## src/rtl/core/vri_ram.sv

```systemverilog
// ----------------------------------------------------------------------------
// vri_ram
// Single-port synchronous RAM with registered read data.
// ----------------------------------------------------------------------------
module vri_ram #(
    parameter int WIDTH = 8,
    parameter int DEPTH = 256,
    localparam int AW   = $clog2(DEPTH)
) (
    input  logic             aclk,
    input  logic             en,
    input  logic             we,
    input  logic [AW-1:0]    addr,
    input  logic [WIDTH-1:0] wdata,
    output logic [WIDTH-1:0] rdata
);

    logic [WIDTH-1:0] mem [DEPTH];
    logic [WIDTH-1:0] rdata_reg;

    // Read data holds until the next read
    always_ff @(posedge aclk) begin
        if (en) begin
            if (we) begin
                mem[addr] <= wdata;
            end else begin
                rdata_reg <= mem[addr];
            end
        end
    end

    assign rdata = rdata_reg;

endmodule

```

## config.mk

```make
export PLATFORM = sky130hd
export DESIGN_NAME = vri_ram
export DESIGN_NICKNAME = d
export VERILOG_FILES = /design/src/rtl/core/vri_ram.sv
export SDC_FILE = /design/constraint.sdc
export NUM_CORES = 2
export LEC_CHECK = 0
export BUFFER_PORTS_ARGS = -buffer_cell sky130_fd_sc_hd__buf_2
export CAP_MARGIN = 20
export CELL_PAD_IN_SITES_DETAIL_PLACEMENT = 1
export CELL_PAD_IN_SITES_GLOBAL_PLACEMENT = 2
export CORE_MARGIN = 4
export CORE_UTILIZATION = 50
export DETAILED_ROUTE_END_ITERATION = 10
export PLACE_DENSITY = 0.87
export SLEW_MARGIN = 20
export SYNTH_ARGS = -nofsm -noshare
export SYNTH_HDL_FRONTEND = slang
export SYNTH_SLANG_ARGS = --single-unit
```

## constraint.sdc

```tcl
create_clock -name aclk -period 4.9 [get_ports aclk]
set_input_delay 0 -clock aclk [delete_from_list [all_inputs] [get_ports aclk]]
set_output_delay 0 -clock aclk [all_outputs]
set_load 0.01 [all_outputs]
```

== After elaboration in Yosys (flattened, before gate mapping) ==
Memories as Yosys holds them, arrays and structs flattened. A register that Yosys moved wholly into a read port is not among the register bits.
Index checks and enable logic that the tools add are counted.

* Bits in registers: 0
* Memory bits (writable): 2048
* Output and inout bits: 8
* Memories kept: 1

* Mux-type cells: 3
* Bitwise operators: 1
* Reductions and logical operators: 1

{| class="wikitable"
|+ Memories
! memory !! words !! bits a word !! read ports !! clocked after memory_dff !! wr ports !! RTL line !! RTL
|-
| mem || 256 || 8 || 1 || 1 || 1 || 18 || <nowiki>logic [WIDTH-1:0] mem [DEPTH];</nowiki>
|}

{| class="wikitable"
|+ Operator list
! kind !! number
|-
| $mux 1 || 3
|-
| $reduce_and 2->1 || 1
|-
| $not 1->1 || 1
|}

== Depth between registers and ports, before layout ==
* Depth in word-level cells: 3
* Depth in mapped cells: 9

== Worst setup path before layout ==
Ideal clock, no wire load.

* Path type: in2reg
* Start: in addr[0]
* End: mem mem[117][0], enable pin
* Setup time: 370 ps
* Arrival time: 1925 ps
* Required time: 4530 ps
* Path slack: 2605 ps
* Cell stages on the path: 8
* Path buffers: 5
* Path through: buf_2 > buf_6 > buf_2 > buf_2 > nor3b_1 > nand2_1 > clkbuf_1 > nor2_1

{| class="wikitable"
|+ RTL lines
! element !! RTL line !! RTL
|-
| start: declaration || 13 || <nowiki>input logic [AW-1:0] addr,</nowiki>
|-
| end: declaration || 18 ||
|}

No word-level cell before the write port.

==> flow_summary.yaml <==
synth:
  syn-cell-area_um2: 78400
  ys_warn_count: 0
  synth_area_leaders: "edfxtp_1 79%, mux4_2 15%, a22oi_1 2.5%"
  synth_nets: 3545
  ys_ff_latch: 2056
  async_reset_ff_frac: 0
  yosys.area.top_type: "edfxtp_1"
  syn_inst: 3526
  synth_top_area_frac: 0.788
  ys_seq_area_frac: 0.788
  syn_area_per_cell_um2: 22.2
  ys.flop_type: "edfxtp_1"
  synth_edf_count: 2056
  synth.distinct_cells: 21
clock_network:
  cts_root_buffer: "clkbuf_16"
  cts.sinks: 2056
  clk_path_buf_depth: 3
  cts_setup_buffers: 0
  cts_buffers: 199
  clk_pin_slew_ps: 60
  cts_tree: "built"
  clock_latency_ps: 830
  h-tree-depth: 4
sta:
  fin_skew_ps: 38.0
  finalSetupViolCount: 0
  max_freq_mhz: 314
  period_share: 0.649
  max-slew-margin-rel: 0.163
  tightest_slew_ps: 1250
  fin_tns_setup_ps: 0
  period_needed_ps: 3180
  rsz0062_at_grt: "false"
  hold_viol: 0
  finalMaxSlewViolations: 0
die:
  dieWidth_um: 404
  io-pin-count: 27
  fp.coreArea_um2: 156000
  core.rowCount: 145
  dieArea_um2: 163000
  initial_utilization: 0.502
  die_height_um: 404
detailed_routing:
  ant_nets: 0
  wl_um: 205000
  wl_met3_um: 20300
  highest-signal-layer: "met5"
  firstDrtPassIters: 5
  viasPerCell: 6.58
  wl_per_cell_um: 34.8
  drtIter0Drc: 5057
  vias: 38800
  wl_met2_um: 99500
  drc: 0
  m1WireLength_um: 76500
cells_and_area:
  fin_nets: 3680
  drive_gt1_frac: 0.252
  multi_input_area_um2: 15700
  syn_to_final_growth_pct: 12.4
  fillers: 13100
  ff_latch_area_um2: 61700
  largest_register_ffs: 2048
  fin_area_um2: 88100
placed_design:
  dpl-instance-area_um2: 81400
  portBuffers: 26
  dp_hpwl_um: 117000
  gp_congestion: 0.804
global_route:
  grt_pass1_vias: 40900
  grt_overflow: 0
  grt_start_max_net_pins: 206
  antenna_found_initial: 9
  grt_usage: 0.255
  grt_pass1_wl_um: 299000
setup_path:
  path_cells: "buf_8 > buf_12 > buf_4 > mux4_2 > a22oi_1 > a21oi_1 > o41ai_1 > buf_4 > nand4_1"
  critPathLaunchType: "primary input"
  crit_path_end_kind: "flip-flop"
  critPathMaxStageDelay_ps: 930
  path_delay_family: "buffers and inverters"
  crit_required_ps: 5400
  path_buf_inv: 4
  cp_common_cell: "buf_4"
  critPathMaxFanout: 50
  arrival_ps: 3690
  cp_slowest_cell: "o41ai_1"
  crit_type: "primary input to flip-flop"
worst_hold_path:
  hp-class: "primary input to flip-flop"
run_status:
  status: "finished clean"
pwr:
  leakage_uw: 0.0267
  power.density_nw_per_um2: 414
  peakVddDrop_uv: 353
job:
  maxCapViolations: 0
-- cell usage after synthesis (2+ instances only) --
cell      number
a22oi_1      256
nor2_1       259
nand2_1       30
edfxtp_1    2056
buf_6          9
clkbuf_1     143
buf_2         41
mux4_2       512
a21oi_1      128
o41ai_1       32
nor3b_1        2
buf_4         11
nand3_1        4
nand4_1        8
nand2b_1       2
nor2b_1        7
buf_1         21
and2_1         2
-- repair_timing --
action                                 in CTS  in global routing
gates resized for setup                     0                  0
setup endpoints to repair                   0                  0
endpoints found under the hold margin     671                  0
hold buffers                               13                  0
-- layout by cell type (no fill, tap or decap), types with 3 or more instances in the layout --
cell type | netlist | layout
a21oi_1 | 128 | 128
a22oi_1 | 256 | 256
buf_12 | 0 | 20
buf_2 | 41 | 16
buf_4 | 11 | 100
bufinv_16 | 0 | 24
clkbuf_1 | 143 | 43
clkbuf_16 | 0 | 205
clkbuf_8 | 0 | 8
clkinv_1 | 0 | 46
clkinv_2 | 0 | 26
clkinvlp_4 | 0 | 11
diode_2 | 0 | 3
dlygate4sd3_1 | 0 | 13
edfxtp_1 | 2056 | 2056
inv_6 | 0 | 6
mux4_2 | 512 | 512
nand2_1 | 30 | 14
nand2_2 | 0 | 16
nand3_1 | 4 | 4
nand4_1 | 8 | 8
nor2_1 | 259 | 258
nor2b_1 | 7 | 4
o41ai_1 | 32 | 29
o41ai_2 | 0 | 3
-- power breakdown --
group	leakage, uW	internal (uW)	switching, uW
combinational	0.00503	543	1040
clock	0.00316	8910	6590
sequential	0.0185	19400	14.7
-- stage by stage --
stage	utilization	hold slack, ps	total power [uW]	worst slack (ps)	std cells
after CTS	0.564	205	36600	1750	5885
final	0.565	230	36500	1720	5888
after global routing	0.564	251	37500	1600	5885
after global placement	0.522	497	21300	915	5505
after floorplan	-	98.9	20600	2600	3526
after detailed placement	0.522	522	21300	921	5505
-- final timing paths --
path / start / end / slack, ps / depth (start not counted)
setup reg to reg: mem[186][1] / rdata[1] / 1900 / 6
setup / recovery: addr[0] / rdata[3] / 1720 / 9
hold reg to reg: mem[240][3] / rdata[3] / 1100 / 5
hold / removal: wdata[0] / mem[92][0] / 230 / 2
-- cells by family after synthesis --
kind of cell           Yosys count  share of synthesized area
DFF                           2056                      0.788
muxes                          512                      0.147
AOI/OAI and AO/OA              416                     0.0363
and+or+nand+nor                317                     0.0161
buffers and inverters          225                     0.0128
-- per-layer routing --
metal / global-route usage / vias up
met5: 0 / -
met3: 0.0517 / 476
met4: 0.0991 / 2
met1: 0.356 / 20500
met2: 0.403 / 2495
li1: - / 15300
-- area by class of cell --
type,instances,area share
flip-flops and latches,2056,0.701
clock inverters,119,0.0141
repair buffers,159,0.0170
clock buffers,248,0.0601
multi-input cells,1245,0.179
well taps,2058,0.0292
diodes,3,0.0000852
No activity file was read; power rests on OpenSTA's default activity.
