<file path="src/rtl/core/vri_pkg.sv">
// ----------------------------------------------------------------------------
// vri_pkg
// Shared types, codes, memory layout and address mapping for the video
// register interface.
// ----------------------------------------------------------------------------
package vri_pkg;

    // Item operations
    localparam logic [1:0] OP_READ   = 2'd0;
    localparam logic [1:0] OP_WRITE  = 2'd1;
    localparam logic [1:0] OP_VBLANK = 2'd2;
    localparam logic [1:0] OP_CLEAR  = 2'd3;

    // Register indexes
    localparam logic [2:0] REG_CTRL    = 3'd0;
    localparam logic [2:0] REG_MASK    = 3'd1;
    localparam logic [2:0] REG_STATUS  = 3'd2;
    localparam logic [2:0] REG_OAMADDR = 3'd3;
    localparam logic [2:0] REG_OAMDATA = 3'd4;
    localparam logic [2:0] REG_SCROLL  = 3'd5;
    localparam logic [2:0] REG_ADDR    = 3'd6;
    localparam logic [2:0] REG_DATA    = 3'd7;

    localparam logic [7:0] MASK_RESET = 8'h1E;

    // Video memory layout: pattern, then nametables, then palette
    localparam int PATTERN_BYTES = 8192;
    localparam int NT_BYTES      = 2048;
    localparam int PAL_BYTES     = 32;
    localparam int NT_BASE       = PATTERN_BYTES;
    localparam int PAL_BASE      = NT_BASE + NT_BYTES;
    localparam int VRAM_DEPTH    = PAL_BASE + PAL_BYTES;
    localparam int VRAM_AW       = $clog2(VRAM_DEPTH);

    localparam int OAM_DEPTH = 256;
    localparam int OAM_AW    = $clog2(OAM_DEPTH);

    localparam logic [13:0] PAL_START = 14'h3F00;

    // Source of the result byte
    typedef enum logic [1:0] {
        RSP_IMM = 2'd0,
        RSP_OAM = 2'd1,
        RSP_BUF = 2'd2,
        RSP_PAL = 2'd3
    } rsp_kind_t;

    typedef struct packed {
        logic               oam_en;
        logic               oam_we;
        logic [OAM_AW-1:0]  oam_addr;
        logic               vram_en;
        logic               vram_we;
        logic [VRAM_AW-1:0] vram_addr;
        logic [7:0]         wdata;
    } mem_req_t;

    typedef struct packed {
        rsp_kind_t  kind;
        logic [7:0] imm;
        logic       nmi;
    } pend_t;

    typedef struct packed {
        logic pend_valid;
    } resp_stat_t;

    // Map a 14-bit video address onto the flat video memory
    function automatic logic [VRAM_AW-1:0] vram_map(input logic [13:0] a, input logic mirror);
        logic       bank;
        logic [4:0] p;
        logic [VRAM_AW-1:0] r;
        bank = mirror ? a[10] : a[11];
        p    = a[4:0];
        if (p[4] && (p[1:0] == 2'b00)) begin
            p[4] = 1'b0;
        end
        if (!a[13]) begin
            r = VRAM_AW'(a[12:0]);
        end else if (a < PAL_START) begin
            r = VRAM_AW'(NT_BASE) + VRAM_AW'({bank, a[9:0]});
        end else begin
            r = VRAM_AW'(PAL_BASE) + VRAM_AW'(p);
        end
        return r;
    endfunction

endpackage

</file>
<file path="src/rtl/core/vri_resp.sv">
// ----------------------------------------------------------------------------
// vri_resp
// Memory-wait stage, delayed read buffer and output register.
// ----------------------------------------------------------------------------
module vri_resp (
    input  logic                aclk,
    input  logic                aresetn,
    input  logic                acc,
    input  vri_pkg::pend_t      pend,
    input  logic [7:0]          oam_rdata,
    input  logic [7:0]          vram_rdata,
    input  logic                m_ready,
    output logic                in_ready,
    output logic                m_valid,
    output logic [7:0]          m_read_data,
    output logic                m_nmi_request,
    output vri_pkg::resp_stat_t stat
);

    logic           pend_valid_reg, pend_valid_next;
    vri_pkg::pend_t pend_reg;
    logic           out_valid_reg, out_valid_next;
    logic [7:0]     out_data_reg, out_data_next;
    logic           out_nmi_reg;
    logic [7:0]     rbuf_reg, rbuf_next;
    logic           pend_go;

    assign pend_go  = pend_valid_reg && (!out_valid_reg || m_ready);
    assign in_ready = !pend_valid_reg || pend_go;

    always_comb begin
        rbuf_next = rbuf_reg;
        case (pend_reg.kind)
            vri_pkg::RSP_OAM: out_data_next = oam_rdata;
            vri_pkg::RSP_PAL: out_data_next = vram_rdata;
            vri_pkg::RSP_BUF: begin
                out_data_next = rbuf_reg;
                rbuf_next     = vram_rdata;
            end
            default: out_data_next = pend_reg.imm;
        endcase
        pend_valid_next = acc ? 1'b1 : (pend_go ? 1'b0 : pend_valid_reg);
        out_valid_next  = pend_go ? 1'b1 : (m_ready ? 1'b0 : out_valid_reg);
    end

    always_ff @(posedge aclk) begin
        if (!aresetn) begin
            pend_valid_reg <= 1'b0;
            out_valid_reg  <= 1'b0;
            rbuf_reg       <= '0;
        end else begin
            pend_valid_reg <= pend_valid_next;
            out_valid_reg  <= out_valid_next;
            if (pend_go) begin
                rbuf_reg <= rbuf_next;
            end
        end
    end

    // Payload: capture on accept, advance on handoff
    always_ff @(posedge aclk) begin
        if (acc) begin
            pend_reg <= pend;
        end
        if (pend_go) begin
            out_data_reg <= out_data_next;
            out_nmi_reg  <= pend_reg.nmi;
        end
    end

    assign m_valid         = out_valid_reg;
    assign m_read_data     = out_data_reg;
    assign m_nmi_request   = out_nmi_reg;
    assign stat.pend_valid = pend_valid_reg;

endmodule

</file>
<file path="config.mk">
export PLATFORM = sky130hd
export DESIGN_NAME = vri_resp
export DESIGN_NICKNAME = d
export VERILOG_FILES = /design/src/rtl/core/vri_pkg.sv /design/src/rtl/core/vri_resp.sv
export SDC_FILE = /design/constraint.sdc
export NUM_CORES = 1
export LEC_CHECK = 0
export ABC_AREA = 1
export BUFFER_PORTS_ARGS = -buffer_cell sky130_fd_sc_hd__buf_2
export CAP_MARGIN = 25
export CORE_MARGIN = 2
export CORE_UTILIZATION = 49
export DETAILED_ROUTE_END_ITERATION = 8
export HOLD_SLACK_MARGIN = 0.05
export PLACE_DENSITY = 0.78
export SYNTH_ARGS = -nofsm -noshare
export SYNTH_HDL_FRONTEND = slang
export SYNTH_SLANG_ARGS = --single-unit
</file>
<file path="constraint.sdc">
create_clock -name aclk -period 2 [get_ports aclk]
set_input_delay 0.3 -clock aclk [delete_from_list [all_inputs] [get_ports aclk]]
set_output_delay 0.3 -clock aclk [all_outputs]
set_load 0.05 [all_outputs]
</file>
# [After elaboration in Yosys (flattened, before gate mapping)]
# Cells that the tools add are included.
# W data, S select, Z words.
[word_totals] regBits=30 mem_bits_ro=0 word_cells=24 latchBits=0 ram_bits=0 mem_count=0 out_inout_bits=12 inputBits=31
[op_classes] muxes=5 reduce_logical=8 add_sub_neg=0 bitwise=0 div_mod_pow=0 n_shift=0 n_mul=0 eq_ne=3 order_cmp=0
[ops] cell="$pmux W8 S3" count=1
[ops] cell="$eq A2 B2 Y1 const B" count=2
[ops] cell="$mux W1" count=4
[ops] cell="$reduce_bool A2 Y1" count=2
[ops] cell="$eq A2 B1 Y1 const B" count=1
[ops] cell="$logic_not A1 Y1" count=2
[ops] cell="$logic_or A1 B1 Y1" count=2
[ops] cell="$reduce_and A2 Y1" count=1
[ops] cell="$logic_and A1 B1 Y1" count=1

# [Depth between registers and ports, before layout]
[depth] ltp_word=5 mapped_depth=6 depth_no_buf=6

# [Least setup slack after synthesis]
# Ideal clock, no wire load.
[synth_path] path_type="register -> register" start="register pend_valid_reg, in the netlist stat" end="register pend_valid_reg, in the netlist stat" setup_ps=77 synth_period_minus_slack_ps=1630 path_stages_with_launch=4 n_path_buf=1 t_arrival_ps=1553 setup_slack_ps=370 t_required_ps=1923 path_cell_list="dfxtp_1 > buf_2 > nand3_1 > a21oi_1"
[synth_between] elab_chain_cells=2
[synth_lines] element="start: declaration" line="vri_resp.sv:20" source="logic pend_valid_reg, pend_valid_next;"
[synth_lines] element="start signal: assignment" line="vri_resp.sv:52" source="pend_valid_reg <= pend_valid_next;"
[synth_lines] element="$logic_and A1 B1 Y1" line="vri_resp.sv:28" source="assign pend_go = pend_valid_reg && (!out_valid_reg || m_ready);"
[synth_lines] element="$reduce_bool A2 Y1 (no line)"
# Every way passes these cells.
# A chain may end at the register's enable or synchronous reset.

# [Worst setup path in the final report]
[layout_path] start="register pend_valid_reg, in the netlist stat" end="output in_ready"
[layout_between] elab_chain_cells=2 word_cells_on_any_way=3 cone_classes="reduce/logical (3)"
[layout_lines] element="$logic_not A1 Y1 or $logic_and A1 B1 Y1 (tied branches)" line="vri_resp.sv:29, vri_resp.sv:28"
[layout_lines] element="$logic_or A1 B1 Y1 (*)" line="vri_resp.sv:29" source="assign in_ready = !pend_valid_reg || pend_go;"
[layout_lines] element="end: declaration" line="vri_resp.sv:13" source="output logic in_ready,"
# Mark *: on every way between the ends. The rest lies on a longest branch, timed or not.

==> results.yml <==
status:
  status: "finished clean"
worst_setup_path:
  crit_slowest_cell: "dfxtp_1"
  cp.arrival_ps: 1210
  path_max_fanout: 11
  cp_data_required_time_ps: 1700
  r2r_end: "m_read_data[3]"
  rr_worst_depth: 2
  crit_type: "reg -> out"
  path_cells: "nand3_1, buf_2"
  worst_path_largest_cell_delay_ps: 520
  cp-end-kind: "output pin"
  path_buf_inv: 1
  crit_family: "flip-flops"
  rrSetupSlack_ps: 640
  critPathLaunchType: "flip-flop"
  r2r_start: "stat"
drt:
  postRouteAntennaNets: 0
  drtIter0Drc: 17
  drc_errors: 0
  dr_wl_met3_um: 176
  drt_wl_total_um: 2400
  m1WireLength_um: 1100
  num_vias: 1015
  met2_length_um: 1090
  routed.top_layer: "met4"
  routedWlPerCell_um: 11.5
  drtPass1Iterations: 4
  vias_per_cell: 4.88
layout:
  nets: 208
  multi_input_area_um2: 369
  final_cell_mix: "42 x nand2_1, 42 x buf_2, 20 x edfxtp_1"
  synthToLayoutAreaGrowth_pct: 23.4
  antenna_cells: 0
  drive_above_1_share: 0.303
  num-fill-cells: 216
  seqCellArea_um2: 801
  largest_reg_flops: 11
timing:
  fin_crit_sh: 0.757
  rsz0062_at_grt: "false"
  finalHoldViolCount: 0
  fin_tns_setup_ps: 0
  fin_crit_ps: 1510
  relSlewSlack: 0.619
  finalSetupViolCount: 0
  slew_violations: 0
  worst_pin_slew_ps: 570
  skew_ps: 3.26
  fmax_ghz: 0.661
clocking:
  cts_htree_levels: 2
  clockBufferDepth: 2
  cts_buffers: 5
  clk_latency_ps: 320
  cts_root_buf: "clkbuf_4"
  clock_sinks: 30
  cts_hold_buf: 0
  cts_resized: 0
  clkTransAtPathRegs_ps: 90
  cts_tree: "done"
  cts_setup_buffers: 0
logic_synthesis:
  seq_area_frac_synth: 0.643
  synthCells: 131
  synth_area_leader_cell: "edfxtp_1"
  avgSynthCellArea_um2: 9.51
  yosysUniqueCellTypes: 14
  synth_area_leaders: "edfxtp_1 48%, dfxtp_1 16%, nand2_1 13%"
  netlist.area_leader.share: 0.482
  synth.cell_area_mm2: 0.00125
  syn_nets: 162
  yosys_warnings: 0
  ys_ff_latch: 30
power:
  clock_power_share: 0.290
  p_total_mw: 1.28
  comb_power_share: 0.142
  peakVddDrop_mv: 0.679
  internal_power_mw: 0.934
  power_leakage_nw: 0.699
  powerDensity_mw_per_mm2: 830
  pwr-share-seq: 0.568
  power.switching_fraction: 0.268
  netSwitchingPower_mw: 0.342
hold_path:
  hold_class: "in -> reg"
  min_from: "pend[9]"
  hold_depth: 1
  min_to: "pend_reg[9]"
placement:
  io_buffers: 42
  place.gp.congestion: 0.816
  dp_hpwl_um: 1760
global_routing:
  antenna_found_initial: 0
  grt_usage: 0.181
  grt_pass1_wl_um: 3650
  grt_overflow: 0
  grt_pass1_vias: 866
  grt_start_max_net_pins: 18
job:
  drv_cap: 0
floorplanning:
  dieWidth_um: 54.4
  core_area_mm2: 0.00243
  pin_count: 43
  num_rows: 18
  start_util: 0.512
  die_y_um: 54.4
  die_area_mm2: 0.00296
[cell families (layout without fill, tap and decap cells)]
group                  Yosys count  after routing  share of synthesized area
AND/OR/NAND/NOR                 80             80                      0.288
flip-flops                      30             30                      0.643
buffers and inverters           19             66                     0.0612
AO/OA/AOI/OAI                    2              2                    0.00803
[synthesized netlist by cell type]
master	count
a21oi_1	2
nor2_1	18
nand2_2	1
buf_2	1
dfxtp_1	10
nor2_4	2
nand2_1	42
nand4_1	16
clkbuf_1	1
edfxtp_1	20
inv_2	2
inv_1	14
nand3_1	1
buf_4	1
[layout make-up]
cell class / count / share of cell area
clock inverters: 1 / 0.00325
well taps: 30 / 0.0244
repair buffers: 42 / 0.137
clock buffers: 7 / 0.0358
multi-input cells: 82 / 0.240
flip-flops and latches: 30 / 0.521
inverters: 16 / 0.0391
[worst max-delay path by stage]
stage | start | endpoint | slack (ps) | depth (start not counted)
finish | stat | in_ready | 490 | 2
global route | stat | in_ready | 370 | 2
CTS | stat | in_ready | 470 | 2
detailed placement | m_ready | m_read_data[7] | 620 | 5
global placement | m_ready | m_read_data[1] | 660 | 5
floorplan | stat | stat | 370 | 3
[power groups by stage]
stage               combinational [mW]  sequential [mW]  clock (mW)
floorplan                       0.0741            0.783           0
global placement                 0.179            0.738           0
detailed placement               0.181            0.739           0
CTS                              0.182            0.725       0.377
global route                     0.199            0.729       0.409
finish                           0.181            0.724       0.370
[stage by stage]
step                      setup slack (ps)  area [um^2]  hold WS [ps]   util  instances
after global placement                 658         1480           408  0.608        200
after detailed placement               621         1480           406  0.608        200
after floorplan                        370         1250           399      -        131
after CTS                              475         1540           135  0.632        208
final                                  486         1540           150  0.632        208
after global routing                   370         1540           131  0.632        208
[worst register-to-register path, stage by stage (launching register included)]
cell and delay, ps:
dfxtp_1 520, nand2_1 190, inv_1 320
[layer usage]
| metal | track usage | vias up |
|---|---|---|
| li1 | - | 525 |
| met1 | 0.232 | 448 |
| met2 | 0.273 | 38 |
| met3 | 0.0765 | 4 |
| met4 | 0.0625 | 0 |
| met5 | 0 | - |
Note: power is estimated with default switching activity, not from simulation.
