File: src/rtl/core/vri_pkg.sv
// ----------------------------------------------------------------------------
// vri_pkg
// Shared types, codes, memory layout and address mapping for the video
// register interface.
// ----------------------------------------------------------------------------
package vri_pkg;

    // Item operations
    localparam logic [1:0] OP_READ   = 2'd0;
    localparam logic [1:0] OP_WRITE  = 2'd1;
    localparam logic [1:0] OP_VBLANK = 2'd2;
    localparam logic [1:0] OP_CLEAR  = 2'd3;

    // Register indexes
    localparam logic [2:0] REG_CTRL    = 3'd0;
    localparam logic [2:0] REG_MASK    = 3'd1;
    localparam logic [2:0] REG_STATUS  = 3'd2;
    localparam logic [2:0] REG_OAMADDR = 3'd3;
    localparam logic [2:0] REG_OAMDATA = 3'd4;
    localparam logic [2:0] REG_SCROLL  = 3'd5;
    localparam logic [2:0] REG_ADDR    = 3'd6;
    localparam logic [2:0] REG_DATA    = 3'd7;

    localparam logic [7:0] MASK_RESET = 8'h1E;

    // Video memory layout: pattern, then nametables, then palette
    localparam int PATTERN_BYTES = 8192;
    localparam int NT_BYTES      = 2048;
    localparam int PAL_BYTES     = 32;
    localparam int NT_BASE       = PATTERN_BYTES;
    localparam int PAL_BASE      = NT_BASE + NT_BYTES;
    localparam int VRAM_DEPTH    = PAL_BASE + PAL_BYTES;
    localparam int VRAM_AW       = $clog2(VRAM_DEPTH);

    localparam int OAM_DEPTH = 256;
    localparam int OAM_AW    = $clog2(OAM_DEPTH);

    localparam logic [13:0] PAL_START = 14'h3F00;

    // Source of the result byte
    typedef enum logic [1:0] {
        RSP_IMM = 2'd0,
        RSP_OAM = 2'd1,
        RSP_BUF = 2'd2,
        RSP_PAL = 2'd3
    } rsp_kind_t;

    typedef struct packed {
        logic               oam_en;
        logic               oam_we;
        logic [OAM_AW-1:0]  oam_addr;
        logic               vram_en;
        logic               vram_we;
        logic [VRAM_AW-1:0] vram_addr;
        logic [7:0]         wdata;
    } mem_req_t;

    typedef struct packed {
        rsp_kind_t  kind;
        logic [7:0] imm;
        logic       nmi;
    } pend_t;

    typedef struct packed {
        logic pend_valid;
    } resp_stat_t;

    // Map a 14-bit video address onto the flat video memory
    function automatic logic [VRAM_AW-1:0] vram_map(input logic [13:0] a, input logic mirror);
        logic       bank;
        logic [4:0] p;
        logic [VRAM_AW-1:0] r;
        bank = mirror ? a[10] : a[11];
        p    = a[4:0];
        if (p[4] && (p[1:0] == 2'b00)) begin
            p[4] = 1'b0;
        end
        if (!a[13]) begin
            r = VRAM_AW'(a[12:0]);
        end else if (a < PAL_START) begin
            r = VRAM_AW'(NT_BASE) + VRAM_AW'({bank, a[9:0]});
        end else begin
            r = VRAM_AW'(PAL_BASE) + VRAM_AW'(p);
        end
        return r;
    endfunction

endpackage

File: src/rtl/core/vri_regfile.sv
// ----------------------------------------------------------------------------
// vri_regfile
// Scroll/address registers, control, mask, status and OAM address; issues
// the memory request for each accepted OAM or video data word.
// ----------------------------------------------------------------------------
module vri_regfile (
    input  logic              aclk,
    input  logic              aresetn,
    input  logic              acc,
    input  logic [1:0]        operation,
    input  logic [2:0]        register_index,
    input  logic [7:0]        write_data,
    input  logic              mirror,
    output vri_pkg::mem_req_t req,
    output vri_pkg::pend_t    pend
);

    logic [14:0] vram_address_reg, vram_address_next;
    logic [14:0] temp_address_reg, temp_address_next;
    logic [2:0]  fine_x_reg, fine_x_next;
    logic        toggle_reg, toggle_next;
    logic [7:0]  control_reg, control_next;
    logic [7:0]  mask_reg, mask_next;
    logic [2:0]  status_reg, status_next;
    logic [7:0]  oam_addr_reg, oam_addr_next;
    logic [14:0] v_inc;
    logic [vri_pkg::VRAM_AW-1:0] v_map;

    assign v_inc = vram_address_reg + (control_reg[2] ? 15'd32 : 15'd1);
    assign v_map = vri_pkg::vram_map(vram_address_reg[13:0], mirror);

    always_comb begin
        vram_address_next = vram_address_reg;
        temp_address_next = temp_address_reg;
        fine_x_next       = fine_x_reg;
        toggle_next       = toggle_reg;
        control_next      = control_reg;
        mask_next         = mask_reg;
        status_next       = status_reg;
        oam_addr_next     = oam_addr_reg;
        req               = '0;
        req.oam_addr      = oam_addr_reg;
        req.vram_addr     = v_map;
        req.wdata         = write_data;
        pend.kind         = vri_pkg::RSP_IMM;
        pend.imm          = 8'd0;
        pend.nmi          = 1'b0;

        case (operation)
            vri_pkg::OP_READ: begin
                case (register_index)
                    vri_pkg::REG_STATUS: begin
                        pend.imm       = {status_reg, 5'd0};
                        status_next[2] = 1'b0;
                        toggle_next    = 1'b0;
                    end
                    vri_pkg::REG_OAMDATA: begin
                        req.oam_en = acc;
                        pend.kind  = vri_pkg::RSP_OAM;
                    end
                    vri_pkg::REG_DATA: begin
                        req.vram_en       = acc;
                        vram_address_next = v_inc;
                        pend.kind = (vram_address_reg[13:0] < vri_pkg::PAL_START) ?
                                    vri_pkg::RSP_BUF : vri_pkg::RSP_PAL;
                    end
                    default: begin
                    end
                endcase
            end
            vri_pkg::OP_WRITE: begin
                case (register_index)
                    vri_pkg::REG_CTRL: begin
                        control_next             = write_data;
                        temp_address_next[11:10] = write_data[1:0];
                    end
                    vri_pkg::REG_MASK: begin
                        mask_next = write_data;
                    end
                    vri_pkg::REG_OAMADDR: begin
                        oam_addr_next = write_data;
                    end
                    vri_pkg::REG_OAMDATA: begin
                        req.oam_en    = acc;
                        req.oam_we    = 1'b1;
                        oam_addr_next = oam_addr_reg + 8'd1;
                    end
                    vri_pkg::REG_SCROLL: begin
                        if (!toggle_reg) begin
                            temp_address_next[4:0] = write_data[7:3];
                            fine_x_next            = write_data[2:0];
                            toggle_next            = 1'b1;
                        end else begin
                            temp_address_next[14:12] = write_data[2:0];
                            temp_address_next[9:5]   = write_data[7:3];
                            toggle_next              = 1'b0;
                        end
                    end
                    vri_pkg::REG_ADDR: begin
                        if (!toggle_reg) begin
                            temp_address_next[14]   = 1'b0;
                            temp_address_next[13:8] = write_data[5:0];
                            toggle_next             = 1'b1;
                        end else begin
                            temp_address_next[7:0] = write_data;
                            vram_address_next      = {temp_address_reg[14:8], write_data};
                            toggle_next            = 1'b0;
                        end
                    end
                    vri_pkg::REG_DATA: begin
                        req.vram_en       = acc;
                        req.vram_we       = 1'b1;
                        vram_address_next = v_inc;
                    end
                    default: begin
                    end
                endcase
            end
            vri_pkg::OP_VBLANK: begin
                status_next[2] = 1'b1;
                pend.nmi       = control_reg[7];
            end
            default: begin
                status_next = 3'd0;
            end
        endcase
    end

    always_ff @(posedge aclk) begin
        if (!aresetn) begin
            vram_address_reg <= '0;
            temp_address_reg <= '0;
            fine_x_reg       <= '0;
            toggle_reg       <= 1'b0;
            control_reg      <= '0;
            mask_reg         <= vri_pkg::MASK_RESET;
            status_reg       <= '0;
            oam_addr_reg     <= '0;
        end else if (acc) begin
            vram_address_reg <= vram_address_next;
            temp_address_reg <= temp_address_next;
            fine_x_reg       <= fine_x_next;
            toggle_reg       <= toggle_next;
            control_reg      <= control_next;
            mask_reg         <= mask_next;
            status_reg       <= status_next;
            oam_addr_reg     <= oam_addr_next;
        end
    end

endmodule

File: config.mk
export PLATFORM = sky130hd
export DESIGN_NAME = vri_regfile
export DESIGN_NICKNAME = d
export VERILOG_FILES = /design/src/rtl/core/vri_pkg.sv /design/src/rtl/core/vri_regfile.sv
export SDC_FILE = /design/constraint.sdc
export NUM_CORES = 1
export LEC_CHECK = 0
export BUFFER_PORTS_ARGS = -buffer_cell sky130_fd_sc_hd__buf_4
export CORE_MARGIN = 2
export CORE_UTILIZATION = 50
export DETAILED_ROUTE_END_ITERATION = 10
export HOLD_SLACK_MARGIN = 0.1
export PLACE_DENSITY = 0.76
export SLEW_MARGIN = 15
export SYNTH_ARGS = -nofsm -noshare
export SYNTH_HDL_FRONTEND = slang
export SYNTH_SLANG_ARGS = --single-unit
export TNS_END_PERCENT = 5
File: constraint.sdc
create_clock -name aclk -period 2.2 [get_ports aclk]
set_clock_uncertainty 0.1 [all_clocks]
set_input_delay 0.44 -clock aclk [delete_from_list [all_inputs] [get_ports aclk]]
set_output_delay 0.44 -clock aclk [all_outputs]
set_load 0.05 [all_outputs]
==> Word level (Yosys, flattened, before mapping) <==
Index checks and enable logic that the tools add are counted.
{ "classes": {"addsub": 4, "n_lt_le_gt_ge": 1, "eq_ne": 15, "n_mux": 36, "bitwise": 1, "reduce_logical": 16} }
{ "ops": {"columns": ["cell", "n"], "rows": [
  ["$pmux 15 s2", 2],
  ["$mux 15", 2],
  ["$mux 14", 2],
  ["$pmux 10 s2", 1],
  ["$mux 8", 2],
  ["$pmux 8 s2", 1],
  ["$add 15x6->15", 1],
  ["$add 14x11->14 const A", 1],
  ["$add 14x5->14 const A", 1],
  ["$lt 14x14->1 const B", 1],
  ["$eq 3x3->1 const B", 4],
  ["$mux 1", 11],
  ["$mux 10", 1],
  ["$mux 5", 2],
  ["$reduce_and 5->1", 2],
  ["$reduce_and 3->1", 3],
  ["$add 8x1->8 const B", 1],
  ["$pmux 2 s2", 2],
  ["$reduce_and 4->1", 2],
  ["$reduce_bool 2->1", 4],
  ["$mux 7", 1],
  ["$eq 3x2->1 const B", 2],
  ["$mux 6", 1],
  ["$ne 2x2->1 const B", 3],
  ["15 further kinds", 20]
]} }
{ "totals": {"regBits": 40, "input_bits": 17, "out_inout_bits": 45, "elab_cells": 80} }

==> Longest topological paths before layout <==
{ "depth": {"word_depth": 6, "ltp_mapped": 7, "ltp_nobuf": 7} }

==> Least setup slack after synthesis <==
OpenSTA, ideal clock, no wires.
{ "synth_timing": {"kind": "input -> output", "from": "in register_index[0]", "to": "out pend[9] (netlist name)", "arrival_time_ns": 2.738, "t_required_ns": 1.660, "path_slack_ns": -1.078, "path_stages": 5, "path_buffers": 2, "cell_sequence": "buf_2 -> nand3_1 -> clkbuf_1 -> nor3_1 -> a32o_1"} }
{ "synth_rtl": {"columns": ["element", "line_no", "rtl"], "rows": [
  ["start: declaration", "vri_regfile.sv:11", "input logic [2:0] register_index,"],
  ["end: declaration", "vri_regfile.sv:15", "output vri_pkg::pend_t pend"]
]} }

==> results_dict.tcl <==
set metrics [dict create \
    status "completed" \
    clk_pin_slew_worst_paths_ns 0.07 \
    syn2layout_area_growth_pct 21.14 \
    nFillCells 424 \
    syn_area_um2 2380 \
    drive_gt1_frac 0.2722 \
    grt_pass1_vias 2189 \
    ctsHoldBuffers 0 \
    r2r_slack_ns 0.11 \
    synthXorXnorAreaFrac 0.003680 \
    cts_tree "done" \
    tightest_slew_ns 0.6095 \
    period_share 0.9844 \
    cpMostUsedCell "and3_4" \
    antenna_found_initial 0 \
    drt_iter0_markers 228 \
    rows 25 \
    routabilityCongestion 0.8657 \
    finalSetupViolCount 0 \
    wl_per_cell_um 15.68 \
    ys_ff_latch 32 \
    path_cells "and3_4 > and3_4 > nand2_2 > o31a_1 > buf_4" \
    io_buffers 54 \
    crit_fanout 7 \
    drc 0 \
    final_hold_viol_count 0 \
    p_leak_nw 1.182 \
    relSlewSlack 0.5912 \
    initial_core_util 0.5106 \
    dr_total_vias 2412 \
    cts_max_level 2 \
    grt_max_degree 16 \
    crit_type "flip-flop to output port" \
    holdPathEnd "control_reg[2]" \
    endpoint_kind "output port" \
    whs_path_depth 3 \
    die_h_um 72.99 \
    final_common_cell "buf_4" \
    grt_setup_unrepaired "yes" \
    ys.flop_type "dfxtp_1" \
    slowest_stage "dfxtp_2" \
    yosys.area_share.simple 0.2892 \
    max_cap_viol_count 0 \
    synth_compound_area_frac 0.2650 \
    clock-sinks 32 \
    final_cell_mix "66 x buf_4, 29 x dfxtp_1, 24 x o21ai_0" \
    max_stage_delay_ns 0.37 \
    drt_first_pass_iters 5 \
    synth_adder_area_share 0.02103 \
    power.density_nw_per_um2 466.8 \
    synth_edf_count 0 \
    synthMuxAreaShare 0.03838 \
    ir_worst_vdd_mv 0.3215 \
    hp-class "primary input to flip-flop" \
    final_cells 403 \
    synth_top_family_by_area "simple AND/OR/NAND/NOR gates" \
    ys_warn_count 0 \
    nNetsFinal 369 \
    antenna_left 0 \
    synthArstFlopShare 0 \
    avgSynthCellArea_um2 7.752 \
    dp_cells 395 \
    design.core.area_um2 4661 \
    cts_buffers 5 \
    yosysSeqAreaShare 0.2692 \
    dp_hpwl_um 4656 \
    period_minus_slack_ns 2.166 \
    syn_inst 307 \
    grt_pass1_wl_um 10290 \
    grt.overflow.total 0 \
    worstHoldStart "write_data[2]" \
    dieArea_um2 5328 \
    die_x_um 72.99 \
    ys_types 57 \
    viasPerCell 5.985 \
    maxSlewViolCount 0 \
    r2r_start "control_reg[2]" \
    rr_worst_depth 7 \
    clock_latency_ns 0.29 \
    worst_ep_arrival_time_ns 1.63 \
    cp-start-kind "flip-flop" \
    io_pins 62 \
    track_usage 0.2457 \
    cp.required_ns 1.66 \
    cts_root_buffer "clkbuf_8" \
    max_freq_mhz 461.7 \
    post-route-util 0.6185 \
    antenna_cells 0 \
    reg2reg_to "vram_address_reg[6]" \
    clk_path_buf_depth 2 \
    largest_reg_flops 14 \
    total_power_mw 1.346 \
    hold-worst-slack_ns 0.3470 \
    wl_um 6318 \
]
[power breakdown]
part | switching [mW] | internal [mW]
Combinational | 0.179 | 0.0856
Clock | 0.232 | 0.255
Sequential | 0.00797 | 0.586
[repair_timing]
action,4_1_cts,5_1_grt
buffers inserted,0,0
endpoints found under the hold margin,0,0
resized for setup,5,7
endpoints found under the setup margin,9,5
[worst max-delay path, delay by kind of cell, from the launching register on]
family,cells,cell delay (ns)
and+or+nand+nor,3,0.51
DFF,1,0.37
AOI/OAI and AO/OA,1,0.27
buffers and inverters,1,0.19
[through the flow]
| step | TNS, ns | setup slack, ns | instance area [um^2] |
|---|---|---|---|
| after floorplan | -0.6311 | -0.2565 | 2422 |
| after CTS | 0 | 0.002313 | 2855 |
| after global placement | 0 | 0.1322 | 2753 |
| after detailed placement | 0 | 0.09693 | 2753 |
| final | 0 | 0.03422 | 2883 |
| after global routing | -0.03318 | -0.02908 | 2883 |
[routing by layer]
layer  routed length (um)  vias to the layer above  track usage
li1                     -                     1188            -
met1                 2871                     1120       0.3308
met2                 3023                       96       0.3954
met3                  334                        8      0.04006
met4                   87                        0      0.08848
met5                    0                        -            0
[kinds of logic after synthesis]
group | Yosys count
AND/OR/NAND/NOR | 121
multiplexers | 9
XOR/XNOR | 1
other | 1
buffers and inverters | 46
adder cells (fa/ha/maj) | 4
AO/OA/AOI/OAI | 93
flip-flops | 32
[cells in the mapped netlist, types with 6 or more instances]
library cell / count / area (um^2)
dfxtp_1: 32 / 640.6
nand2_1: 24 / 90.09
o21ai_0: 24 / 120.1
buf_4: 23 / 172.7
a21oi_1: 20 / 100.1
nor2_1: 20 / 75.07
nand3_1: 13 / 65.06
a211oi_1: 10 / 75.07
and2_1: 10 / 62.56
clkbuf_1: 10 / 37.54
and3_1: 9 / 56.30
mux2i_1: 8 / 80.08
inv_1: 7 / 26.28
nor3_1: 7 / 35.03
buf_2: 6 / 30.03
[worst max-delay path by stage]
stage,start,end,slack [ns],cells past startpoint
floorplan,register_index[0],pend[9],-0.26,5
global placement,register_index[0],oam_addr_reg[5],0.13,5
detailed placement,register_index[0],oam_addr_reg[6],0.1,5
CTS,vram_address_reg[10],req[18],0.002,5
global route,vram_address_reg[9],req[12],-0.03,5
finish,vram_address_reg[9],req[12],0.03,5
[final cells by class]
cell class,count,area [um^2],area share
clock buffers,8,90.09,0.03125
repair buffers,67,506.7,0.1758
multi-input cells,235,1545,0.5360
well taps,54,67.56,0.02344
inverters,7,26.28,0.009115
flip-flops and latches,32,646.9,0.2244
No activity file was read; power rests on OpenSTA's default activity.
